<file path="src/pcbe_pkg.sv">
`default_nettype none
package pcbe_pkg;

    // Request actions.
    typedef enum logic [2:0] {
        ACT_BEGIN   = 3'd0,
        ACT_KEY     = 3'd1,
        ACT_VALUE   = 3'd2,
        ACT_TRAILER = 3'd3,
        ACT_CLEAR   = 3'd4
    } action_t;

    localparam int HDR_BYTES   = 12;
    localparam int CMD_BYTES   = 13;
    localparam int WORD_BYTES  = 4;
    localparam int QUEUE_DEPTH = 4;
    localparam logic [6:0] RESTART_SPACING_RST = 7'd2;

    typedef struct packed {
        logic [2:0]  action;
        logic [7:0]  data_byte;
        logic [7:0]  key_len;
        logic [15:0] value_len;
    } req_t;

    typedef struct packed {
        logic [7:0] out_byte;
        logic       error;
        logic       block_end;
    } rsp_t;

    // One queued command: a run of stream bytes, or a single error result.
    typedef struct packed {
        logic [CMD_BYTES-1:0][7:0] bytes;
        logic [3:0]                first_idx;
        logic [3:0]                last_idx;
        logic                      error;
        logic                      block_end;
    } cmd_t;

endpackage
`default_nettype wire

</file>
<file path="src/pcbe_front.sv">
`default_nettype none
module pcbe_front #(
    parameter int MAX_KEY      = 32,
    parameter int MAX_RESTARTS = 32
) (
    input  wire logic          clk,
    input  wire logic          rst_n,
    input  wire logic          cfg_wr_en,
    input  wire logic [6:0]    cfg_wr_data,
    input  wire logic          req_valid,
    output logic               req_ready,
    input  wire pcbe_pkg::req_t req,
    input  wire logic          cmd_full,
    output logic               cmd_push,
    output pcbe_pkg::cmd_t     cmd
);
    import pcbe_pkg::*;

    localparam int PW = $clog2(MAX_KEY + 1);
    localparam int KW = (MAX_KEY > 1) ? $clog2(MAX_KEY) : 1;
    localparam int CW = $clog2(MAX_RESTARTS + 1);
    localparam int RW = (MAX_RESTARTS > 1) ? $clog2(MAX_RESTARTS) : 1;

    logic [6:0]    ri_reg;
    logic [7:0]    klen_reg, klen_next;
    logic [15:0]   vlen_reg, vlen_next;
    logic [7:0]    kidx_reg, kidx_next;
    logic [PW-1:0] prev_klen_reg, prev_klen_next;
    logic          hdr_sent_reg, hdr_sent_next;
    logic          skip_reg, skip_next;
    logic [31:0]   offset_reg, offset_next;
    logic [6:0]    rsr_reg, rsr_next;
    logic [CW-1:0] rcount_reg, rcount_next;
    logic [CW-1:0] tidx_reg, tidx_next;
    logic          finished_reg, finished_next;

    logic [7:0]    key_mem [MAX_KEY];
    logic [7:0]    key_rd_reg;
    logic          kw_en;
    logic [KW-1:0] kw_addr;
    logic [KW-1:0] kr_addr;

    logic [31:0]   off_mem [MAX_RESTARTS];
    logic [31:0]   off_rd_reg;
    logic          ow_en;
    logic [RW-1:0] ow_addr;
    logic [RW-1:0] or_addr;

    logic       take;
    logic       active;
    logic [6:0] interval;
    logic       restart;
    logic [7:0] next_cnt;

    // Builds a record header command: shared, unshared and value length words.
    function automatic cmd_t make_hdr(input logic [7:0] shared, input logic [7:0] klen,
                                      input logic [15:0] vlen);
        cmd_t c;
        logic [31:0] w0, w1, w2;
        c = '0;
        w0 = {24'd0, shared};
        w1 = {24'd0, 8'(klen - shared)};
        w2 = {16'd0, vlen};
        for (int b = 0; b < WORD_BYTES; b++)
        begin
            c.bytes[b]     = w0[8*b +: 8];
            c.bytes[b + 4] = w1[8*b +: 8];
            c.bytes[b + 8] = w2[8*b +: 8];
        end
        c.first_idx = 4'd0;
        c.last_idx  = 4'(HDR_BYTES - 1);
        return c;
    endfunction

    assign req_ready = !cmd_full;
    assign take      = req_valid && req_ready;
    assign active    = !skip_reg && (kidx_reg < klen_reg || vlen_reg != 16'd0);
    assign interval  = (ri_reg == 7'd0) ? 7'd1 : ri_reg;
    assign restart   = (rsr_reg == 7'd0) || (rsr_reg >= interval);
    assign next_cnt  = (restart ? 8'd0 : {1'b0, rsr_reg}) + 8'd1;
    assign kr_addr   = kidx_next[KW-1:0];
    assign or_addr   = tidx_next[RW-1:0];

    // Classify the request, update the record state and form the command.
    always_comb
    begin
        klen_next      = klen_reg;
        vlen_next      = vlen_reg;
        kidx_next      = kidx_reg;
        prev_klen_next = prev_klen_reg;
        hdr_sent_next  = hdr_sent_reg;
        skip_next      = skip_reg;
        offset_next    = offset_reg;
        rsr_next       = rsr_reg;
        rcount_next    = rcount_reg;
        tidx_next      = tidx_reg;
        finished_next  = finished_reg;
        cmd_push       = 1'b0;
        cmd            = '0;
        kw_en          = 1'b0;
        kw_addr        = kidx_reg[KW-1:0];
        ow_en          = 1'b0;
        ow_addr        = rcount_reg[RW-1:0];
        if (take)
        begin
            case (req.action)
                ACT_BEGIN:
                begin
                    if (active || finished_reg || tidx_reg != '0)
                    begin
                        cmd_push  = 1'b1;
                        cmd.error = 1'b1;
                    end
                    else
                    begin
                        klen_next     = req.key_len;
                        vlen_next     = req.value_len;
                        kidx_next     = 8'd0;
                        hdr_sent_next = 1'b0;
                        skip_next     = 1'b0;
                        if ({1'b0, req.key_len} > 9'(MAX_KEY) ||
                            (restart && rcount_reg >= CW'(MAX_RESTARTS)))
                        begin
                            skip_next = 1'b1;
                            cmd_push  = 1'b1;
                            cmd.error = 1'b1;
                        end
                        else
                        begin
                            if (restart)
                            begin
                                ow_en          = 1'b1;
                                rcount_next    = rcount_reg + 1'b1;
                                prev_klen_next = '0;
                            end
                            rsr_next = (next_cnt >= {1'b0, interval}) ? 7'd0 : next_cnt[6:0];
                            if (req.key_len == 8'd0)
                            begin
                                cmd_push       = 1'b1;
                                cmd            = make_hdr(8'd0, 8'd0, req.value_len);
                                hdr_sent_next  = 1'b1;
                                prev_klen_next = '0;
                                offset_next    = offset_reg + 32'(HDR_BYTES);
                            end
                        end
                    end
                end
                ACT_KEY:
                begin
                    if (!skip_reg)
                    begin
                        if (kidx_reg >= klen_reg || {1'b0, kidx_reg} >= 9'(MAX_KEY))
                        begin
                            cmd_push  = 1'b1;
                            cmd.error = 1'b1;
                        end
                        else
                        begin
                            kidx_next = kidx_reg + 8'd1;
                            if (!hdr_sent_reg && kidx_reg < 8'(prev_klen_reg) &&
                                key_rd_reg == req.data_byte)
                            begin
                                // Matching byte of the shared prefix is dropped.
                                if (kidx_next == klen_reg)
                                begin
                                    cmd_push       = 1'b1;
                                    cmd            = make_hdr(klen_reg, klen_reg, vlen_reg);
                                    hdr_sent_next  = 1'b1;
                                    prev_klen_next = PW'(klen_reg);
                                    offset_next    = offset_reg + 32'(HDR_BYTES);
                                end
                            end
                            else
                            begin
                                cmd_push = 1'b1;
                                kw_en    = 1'b1;
                                if (!hdr_sent_reg)
                                begin
                                    cmd            = make_hdr(kidx_reg, klen_reg, vlen_reg);
                                    hdr_sent_next  = 1'b1;
                                    prev_klen_next = PW'(klen_reg);
                                    offset_next    = offset_reg + 32'(HDR_BYTES + 1);
                                end
                                else
                                begin
                                    cmd.first_idx = 4'(HDR_BYTES);
                                    offset_next   = offset_reg + 32'd1;
                                end
                                cmd.bytes[HDR_BYTES] = req.data_byte;
                                cmd.last_idx         = 4'(HDR_BYTES);
                            end
                        end
                    end
                end
                ACT_VALUE:
                begin
                    if (!skip_reg)
                    begin
                        cmd_push = 1'b1;
                        if (kidx_reg < klen_reg || vlen_reg == 16'd0)
                        begin
                            cmd.error = 1'b1;
                        end
                        else
                        begin
                            vlen_next = vlen_reg - 16'd1;
                            cmd.bytes[0]  = req.data_byte;
                            offset_next   = offset_reg + 32'd1;
                        end
                    end
                end
                ACT_TRAILER:
                begin
                    cmd_push = 1'b1;
                    if (active || finished_reg)
                    begin
                        cmd.error = 1'b1;
                    end
                    else
                    begin
                        skip_next    = 1'b0;
                        cmd.last_idx = 4'(WORD_BYTES - 1);
                        offset_next  = offset_reg + 32'(WORD_BYTES);
                        if (tidx_reg < rcount_reg && tidx_reg < CW'(MAX_RESTARTS))
                        begin
                            for (int b = 0; b < WORD_BYTES; b++)
                            begin
                                cmd.bytes[b] = off_rd_reg[8*b +: 8];
                            end
                            tidx_next = tidx_reg + 1'b1;
                        end
                        else
                        begin
                            cmd.bytes[0]  = 8'(rcount_reg);
                            cmd.block_end = 1'b1;
                            finished_next = 1'b1;
                        end
                    end
                end
                ACT_CLEAR:
                begin
                    klen_next      = '0;
                    vlen_next      = '0;
                    kidx_next      = '0;
                    prev_klen_next = '0;
                    hdr_sent_next  = 1'b0;
                    skip_next      = 1'b0;
                    offset_next    = '0;
                    rsr_next       = '0;
                    rcount_next    = '0;
                    tidx_next      = '0;
                    finished_next  = 1'b0;
                end
                default:
                begin
                    cmd_push  = 1'b1;
                    cmd.error = 1'b1;
                end
            endcase
        end
    end

    // Record and block state registers.
    always_ff @(posedge clk or negedge rst_n)
    begin
        if (!rst_n)
        begin
            ri_reg        <= RESTART_SPACING_RST;
            klen_reg      <= '0;
            vlen_reg      <= '0;
            kidx_reg      <= '0;
            prev_klen_reg <= '0;
            hdr_sent_reg  <= 1'b0;
            skip_reg      <= 1'b0;
            offset_reg    <= '0;
            rsr_reg       <= '0;
            rcount_reg    <= '0;
            tidx_reg      <= '0;
            finished_reg  <= 1'b0;
        end
        else
        begin
            if (cfg_wr_en)
            begin
                ri_reg <= cfg_wr_data;
            end
            klen_reg      <= klen_next;
            vlen_reg      <= vlen_next;
            kidx_reg      <= kidx_next;
            prev_klen_reg <= prev_klen_next;
            hdr_sent_reg  <= hdr_sent_next;
            skip_reg      <= skip_next;
            offset_reg    <= offset_next;
            rsr_reg       <= rsr_next;
            rcount_reg    <= rcount_next;
            tidx_reg      <= tidx_next;
            finished_reg  <= finished_next;
        end
    end

    // Previous key store; the byte for the next key index is fetched ahead.
    always_ff @(posedge clk)
    begin
        if (kw_en)
        begin
            key_mem[kw_addr] <= req.data_byte;
        end
        key_rd_reg <= (kw_en && kw_addr == kr_addr) ? req.data_byte : key_mem[kr_addr];
    end

    // Restart offset table; the entry for the next trailer index is fetched ahead.
    always_ff @(posedge clk)
    begin
        if (ow_en)
        begin
            off_mem[ow_addr] <= offset_reg;
        end
        off_rd_reg <= (ow_en && ow_addr == or_addr) ? offset_reg : off_mem[or_addr];
    end

endmodule
`default_nettype wire

</file>
<file path="src/pcbe_cmd_fifo.sv">
`default_nettype none
module pcbe_cmd_fifo (
    input  wire logic           clk,
    input  wire logic           rst_n,
    input  wire logic           push,
    input  wire pcbe_pkg::cmd_t push_cmd,
    output logic                full,
    input  wire logic           pop,
    output logic                not_empty,
    output pcbe_pkg::cmd_t      head_cmd
);
    import pcbe_pkg::*;

    localparam int AW = $clog2(QUEUE_DEPTH);

    cmd_t          entry_reg [QUEUE_DEPTH];
    logic [AW-1:0] wr_ptr_reg;
    logic [AW-1:0] rd_ptr_reg;
    logic [AW:0]   count_reg, count_next;

    assign full      = (count_reg == (AW+1)'(QUEUE_DEPTH));
    assign not_empty = (count_reg != '0);
    assign head_cmd  = entry_reg[rd_ptr_reg];

    // Occupancy follows pushes and pops.
    always_comb
    begin
        count_next = count_reg;
        if (push && !pop)
        begin
            count_next = count_reg + 1'b1;
        end
        else if (pop && !push)
        begin
            count_next = count_reg - 1'b1;
        end
    end

    // Pointers and count.
    always_ff @(posedge clk or negedge rst_n)
    begin
        if (!rst_n)
        begin
            wr_ptr_reg <= '0;
            rd_ptr_reg <= '0;
            count_reg  <= '0;
        end
        else
        begin
            if (push)
            begin
                wr_ptr_reg <= wr_ptr_reg + 1'b1;
            end
            if (pop)
            begin
                rd_ptr_reg <= rd_ptr_reg + 1'b1;
            end
            count_reg <= count_next;
        end
    end

    // Command storage.
    always_ff @(posedge clk)
    begin
        if (push)
        begin
            entry_reg[wr_ptr_reg] <= push_cmd;
        end
    end

endmodule
`default_nettype wire

</file>
<file path="src/pcbe_back.sv">
`default_nettype none
module pcbe_back (
    input  wire logic           clk,
    input  wire logic           rst_n,
    input  wire logic           cmd_valid,
    input  wire pcbe_pkg::cmd_t cmd,
    output logic                cmd_pop,
    output logic                rsp_valid,
    input  wire logic           rsp_ready,
    output pcbe_pkg::rsp_t      rsp
);
    import pcbe_pkg::*;

    logic [3:0] cnt_reg, cnt_next;
    logic       valid_reg;
    rsp_t       rsp_reg;
    rsp_t       rsp_next;
    logic       load;
    logic [3:0] pos;
    logic       last;

    assign load      = cmd_valid && (!valid_reg || rsp_ready);
    assign pos       = cmd.first_idx + cnt_reg;
    assign last      = cmd.error || (pos == cmd.last_idx);
    assign cmd_pop   = load && last;
    assign rsp_valid = valid_reg;
    assign rsp       = rsp_reg;

    // Pick the next stream byte of the head command.
    always_comb
    begin
        cnt_next = cnt_reg;
        rsp_next = rsp_reg;
        if (load)
        begin
            cnt_next = last ? 4'd0 : cnt_reg + 4'd1;
            if (cmd.error)
            begin
                rsp_next.out_byte  = 8'd0;
                rsp_next.error     = 1'b1;
                rsp_next.block_end = 1'b0;
            end
            else
            begin
                rsp_next.out_byte  = cmd.bytes[pos];
                rsp_next.error     = 1'b0;
                rsp_next.block_end = cmd.block_end && last;
            end
        end
    end

    // Output register and byte counter.
    always_ff @(posedge clk or negedge rst_n)
    begin
        if (!rst_n)
        begin
            cnt_reg   <= '0;
            valid_reg <= 1'b0;
        end
        else
        begin
            cnt_reg <= cnt_next;
            if (load)
            begin
                valid_reg <= 1'b1;
            end
            else if (rsp_ready)
            begin
                valid_reg <= 1'b0;
            end
        end
    end

    // Result payload.
    always_ff @(posedge clk)
    begin
        rsp_reg <= rsp_next;
    end

endmodule
`default_nettype wire

</file>
<file path="src/prefix_compressed_block_encoder.sv">
// A request's first result byte goes through a queue entry, then the output register.
// One request per cycle is taken while each yields at most one byte and the output is not
// stalled; a header is 12 or 13 bytes and a trailer word 4, sent on the single output byte lane.
// A four-entry command queue absorbs those bursts before requests are held off.
// Reset (rst_n, asynchronous, active low) empties the queue and clears block state;
// the restart spacing register returns to 2.
`default_nettype none
module prefix_compressed_block_encoder #(
    parameter int MAX_KEY      = 32,
    parameter int MAX_RESTARTS = 32
) (
    input  wire logic           clk,
    input  wire logic           rst_n,
    input  wire logic           cfg_wr_en,
    input  wire logic [6:0]     cfg_wr_data,
    input  wire logic           req_valid,
    output logic                req_ready,
    input  wire pcbe_pkg::req_t req,
    output logic                rsp_valid,
    input  wire logic           rsp_ready,
    output pcbe_pkg::rsp_t      rsp
);
    import pcbe_pkg::*;

    cmd_t push_cmd;
    cmd_t head_cmd;
    logic push;
    logic full;
    logic pop;
    logic not_empty;

    // Front end: classify requests and keep record state.
    pcbe_front #(
        .MAX_KEY      (MAX_KEY),
        .MAX_RESTARTS (MAX_RESTARTS)
    ) u_front (
        .clk         (clk),
        .rst_n       (rst_n),
        .cfg_wr_en   (cfg_wr_en),
        .cfg_wr_data (cfg_wr_data),
        .req_valid   (req_valid),
        .req_ready   (req_ready),
        .req         (req),
        .cmd_full    (full),
        .cmd_push    (push),
        .cmd         (push_cmd)
    );

    // Command queue between the two halves.
    pcbe_cmd_fifo u_fifo (
        .clk       (clk),
        .rst_n     (rst_n),
        .push      (push),
        .push_cmd  (push_cmd),
        .full      (full),
        .pop       (pop),
        .not_empty (not_empty),
        .head_cmd  (head_cmd)
    );

    // Back end: serialize commands into stream bytes.
    pcbe_back u_back (
        .clk       (clk),
        .rst_n     (rst_n),
        .cmd_valid (not_empty),
        .cmd       (head_cmd),
        .cmd_pop   (pop),
        .rsp_valid (rsp_valid),
        .rsp_ready (rsp_ready),
        .rsp       (rsp)
    );

endmodule
`default_nettype wire

</file>
<file path="config.mk">
export PLATFORM = sky130hd
export DESIGN_NAME = prefix_compressed_block_encoder
export DESIGN_NICKNAME = d
export VERILOG_FILES = /design/src/pcbe_pkg.sv /design/src/pcbe_front.sv /design/src/pcbe_cmd_fifo.sv /design/src/pcbe_back.sv /design/src/prefix_compressed_block_encoder.sv
export SDC_FILE = /design/constraint.sdc
export NUM_CORES = 2
export LEC_CHECK = 0
export BUFFER_PORTS_ARGS = -buffer_cell sky130_fd_sc_hd__buf_2
export CORE_MARGIN = 2
export CORE_UTILIZATION = 40
export DETAILED_ROUTE_END_ITERATION = 10
export PLACE_DENSITY = 0.67
export SYNTH_ARGS = -nofsm -noshare
export SYNTH_HDL_FRONTEND = slang
export SYNTH_SLANG_ARGS = --single-unit
</file>
<file path="constraint.sdc">
create_clock -name clk -period 7.4 [get_ports clk]
set_input_delay 0.37 -clock clk [delete_from_list [all_inputs] [get_ports clk]]
set_output_delay 0.37 -clock clk [all_outputs]
set_load 0.01 [all_outputs]
</file>
==> reports/summary.txt <==
Setup Total Neg Slack -> 0 ns
Cts bufs inserted -> 164
Source of the worst hold timing path -> req[34]
Rel. slew slack -> 11.7%
Detailed-route via count -> 38011
Beginning of the worst register-to-register path -> u_front.kidx_reg[3]$_DFF_PN0_
Area of the die -> 178000 um2
Clock power share -> 33.5%
Worst supply voltage drop on vdd -> 0.225 mV
Distinct cell type count after synthesis -> 85
Number of max-slew violations in the final report -> 0
Via count of the first global-routing pass -> 36942
Height of the die -> 422 um
Post-synthesis cell type with the largest combined area -> sky130_fd_sc_hd__edfxtp_1
Average cell area after synthesis -> 17.9 um2
Clock tree from TritonCTS -> done
FF+latch count, synth -> 1694
Total GRT Usage -> 19.1%
Highest clock rate -> 167 MHz
Smallest hold slack -> 0.0769 ns
Reg2Reg Capture Point -> u_front.off_mem[22][26]$_DFFE_PP_
Post-place setup slack -> 1.53 ns
Share of cells above drive strength 1 -> 21.4%
Clock-pin slew reported for the worst setup and hold paths after clock tree synthesis -> 0.06 ns
Power per unit of standard cell area -> 309 nW/um2
Cell internal power dissipation -> 17.5 mW
Net Sw Frac -> 28.3%
Area overhead of the layout relative to synthesis -> 13.1%
Initial standard-cell utilization of the core -> 40.3%
Top cells by count, synth -> sky130_fd_sc_hd__edfxtp_1, sky130_fd_sc_hd__mux4_2, sky130_fd_sc_hd__nor2_1, sky130_fd_sc_hd__nand2_1, sky130_fd_sc_hd__mux2i_1
Proportion of netlist area held by the largest area contributor -> 67.3%
Detailed placer's ending HPWL -> 106000 um
Per-cell via count in the routed design -> 5.83
Clock latency of the later-clocked register in the worst-skew pair -> 0.82 ns
Number of levels the H-tree was split into -> 4
Clock Tree Buf Depth -> 3
Final Critical Period -> 6.00 ns
Post-synth net total -> 4007
Number of search-and-repair iterations in the first detailed-routing pass -> 8
CTS resizes -> 0
GRT Residual Overflow -> 0
Pin count of the biggest net entering global routing -> 76
Sequential fraction of design power -> 48.0%
Number of rows created at floorplan -> 153
Crit path setup slack, layout -> 1.40 ns
Core region area -> 174000 um2
First-pass GRT wire length -> 254000 um
Instance count along the most critical hold path -> 2
Number of input and output port buffers inserted -> 58
Net count reported at finish -> 4164
Number of ports placed on the die boundary -> 59
Most common cell in the synthesized netlist -> sky130_fd_sc_hd__edfxtp_1
Iteration-0 DRC Markers -> 4850
Type of the worst setup path -> register to register
Summed instance area of the synthesized netlist -> 70000 um2
Max FFs per register -> 1024
Setup repair after global routing missed its margin -> false
Share of the yosys chip area belonging to registers -> 71.7%
Startpoint Class -> register
Detailed-route DRC error count -> 0
Initial antenna violation count -> 6
WL final -> 172000 um
Register-to-Register Path Depth -> 13
Number of enable flip-flop cells after synthesis -> 1570
Number of failing setup endpoints in the final timing report -> 0
Net load switching power -> 6.93 mW
Worst hold path type -> input port to register
Data required time at the worst endpoint -> 7.88 ns
Arrival time of the worst setup path -> 6.47 ns
DIE WIDTH -> 422 um
Pleak -> 26.0 nW
Max Cap Violations -> 0
Async S/R FF share, synth -> 6.55%
Setup slack on the worst flop-to-flop path -> 1.40 ns
Sink of the worst hold path -> u_front.tidx_reg[3]$_DFF_PN0_
Final GP Congestion -> 0.904
# clock sinks -> 1694
Synth area leaders -> sky130_fd_sc_hd__edfxtp_1, sky130_fd_sc_hd__mux4_2, sky130_fd_sc_hd__dfrtp_1, sky130_fd_sc_hd__mux2i_1, sky130_fd_sc_hd__nor2_1
Post-synthesis instance total -> 3903
Share of the clock period used by the worst path after layout -> 81.0%
Share of total power in combinational logic -> 18.5%
Number of warnings issued by yosys -> 0
Remaining antenna violation count -> 0
Primary flip-flop cell chosen by synthesis mapping -> sky130_fd_sc_hd__edfxtp_1
Setup crit end kind -> register
Least-Margin Pin Slew -> 1.31 ns
Final Hold Fails -> 0
CTS Root Buffer Type -> sky130_fd_sc_hd__clkbuf_16
Detail-routed net length per standard cell -> 26.4 um
Result of the run -> complete, no violations
Maximum fanout count along the critical path -> 20
Worst setup skew after layout -> 0.0500 ns
## routing by layer
metal	track usage, %	share of wire (%)
met5	0	0
met4	5.24	2.4
met3	3.49	8.3
met2	29.6	47
met1	27.7	42
## critical path, cell delays in order (launching register included)
cell and delay [ns]:
sky130_fd_sc_hd__dfrtp_1 0.62, sky130_fd_sc_hd__inv_1 0.20, sky130_fd_sc_hd__ha_1 0.40, sky130_fd_sc_hd__a21oi_1 0.23, sky130_fd_sc_hd__a21oi_1 0.11, sky130_fd_sc_hd__o21ai_0 0.39, sky130_fd_sc_hd__a31oi_1 0.29, sky130_fd_sc_hd__nor3_2 0.63
sky130_fd_sc_hd__nand2_1 0.29, sky130_fd_sc_hd__nor4_1 1.06, sky130_fd_sc_hd__nand2_1 0.14, sky130_fd_sc_hd__buf_4 0.28, sky130_fd_sc_hd__nor2_4 0.65, sky130_fd_sc_hd__buf_4 0.36
## power groups by stage
| stage | Combinational, mW | Clock, mW | Sequential, mW |
|---|---|---|---|
| floorplan | 3.02 | 0 | 11.6 |
| global placement | 4.46 | 0 | 11.9 |
| detailed placement | 4.50 | 0 | 11.9 |
| CTS | 4.55 | 8.32 | 11.7 |
| global route | 4.83 | 8.70 | 11.8 |
| finish | 4.52 | 8.21 | 11.7 |
## cells in the final DEF (no fill, tap or decap), types with 79 or more instances in the layout
master / netlist / routed
sky130_fd_sc_hd__buf_4: 8 / 87
sky130_fd_sc_hd__nand3_1: 85 / 85
sky130_fd_sc_hd__nor2_1: 273 / 237
sky130_fd_sc_hd__clkbuf_16: 0 / 165
sky130_fd_sc_hd__dfrtp_1: 110 / 87
sky130_fd_sc_hd__a21oi_1: 94 / 94
sky130_fd_sc_hd__mux4_2: 403 / 403
sky130_fd_sc_hd__o21ai_0: 126 / 124
sky130_fd_sc_hd__nand2_1: 212 / 212
sky130_fd_sc_hd__mux2i_1: 183 / 183
sky130_fd_sc_hd__edfxtp_1: 1570 / 1570
sky130_fd_sc_hd__inv_1: 79 / 79
## how the worst max path moves through the flow
stage                                  start                                 to  slack, ns  cells past startpoint
2_1_floorplan  u_front.kidx_reg[3]$_DFF_PN0_   u_fifo.entry_reg[0][0]$_DFFE_PP_       1.62                     11
3_3_place_gp   u_front.kidx_reg[3]$_DFF_PN0_  u_front.off_mem[22][26]$_DFFE_PP_       1.60                     13
3_5_place_dp   u_front.kidx_reg[3]$_DFF_PN0_  u_front.off_mem[22][26]$_DFFE_PP_       1.53                     13
4_1_cts        u_front.kidx_reg[3]$_DFF_PN0_  u_front.off_mem[22][26]$_DFFE_PP_       1.49                     13
5_1_grt        u_front.kidx_reg[3]$_DFF_PN0_  u_front.off_mem[21][28]$_DFFE_PP_       1.03                     13
6_report       u_front.kidx_reg[3]$_DFF_PN0_  u_front.off_mem[22][26]$_DFFE_PP_       1.40                     13
## through the flow
stage	area [um2]	total power [mW]	util [%]	std cells
after CTS	79200	24.6	45.5	6522
after detailed placement	73500	16.4	42.3	6173
after floorplan	70000	14.6	-	3903
final	79200	24.5	45.5	6524
after global routing	79200	25.3	45.5	6522
after global placement	73500	16.4	42.3	6173
## kinds of logic after synthesis
logic type / Yosys count / share of synthesized area, %
multiplexers: 595 / 15.7
adder cells (fa/ha/maj): 57 / 1.04
XOR/XNOR: 50 / 0.625
buffers and inverters: 285 / 1.64
AO/OA/AOI/OAI: 463 / 4.31
flip-flops: 1694 / 71.7
AND/OR/NAND/NOR: 759 / 5.00
## what timing repair did
action,4_1_cts,5_1_grt
hold buffers,46,0
hold endpoints to repair,91,0
buffers inserted,0,0
## final cells by class
| cell class | count | area [um2] |
|---|---|---|
| flip-flops and latches | 1694 | 50200 |
| repair buffers | 194 | 1480 |
| multi-input cells | 1924 | 19000 |
| diodes | 2 | 5.00 |
| clock inverters | 107 | 971 |
| well taps | 2325 | 2910 |
| clock buffers | 196 | 4280 |
| fillers | 14679 | 94700 |
| inverters | 82 | 308 |
Note: power is estimated with default switching activity, not from simulation.
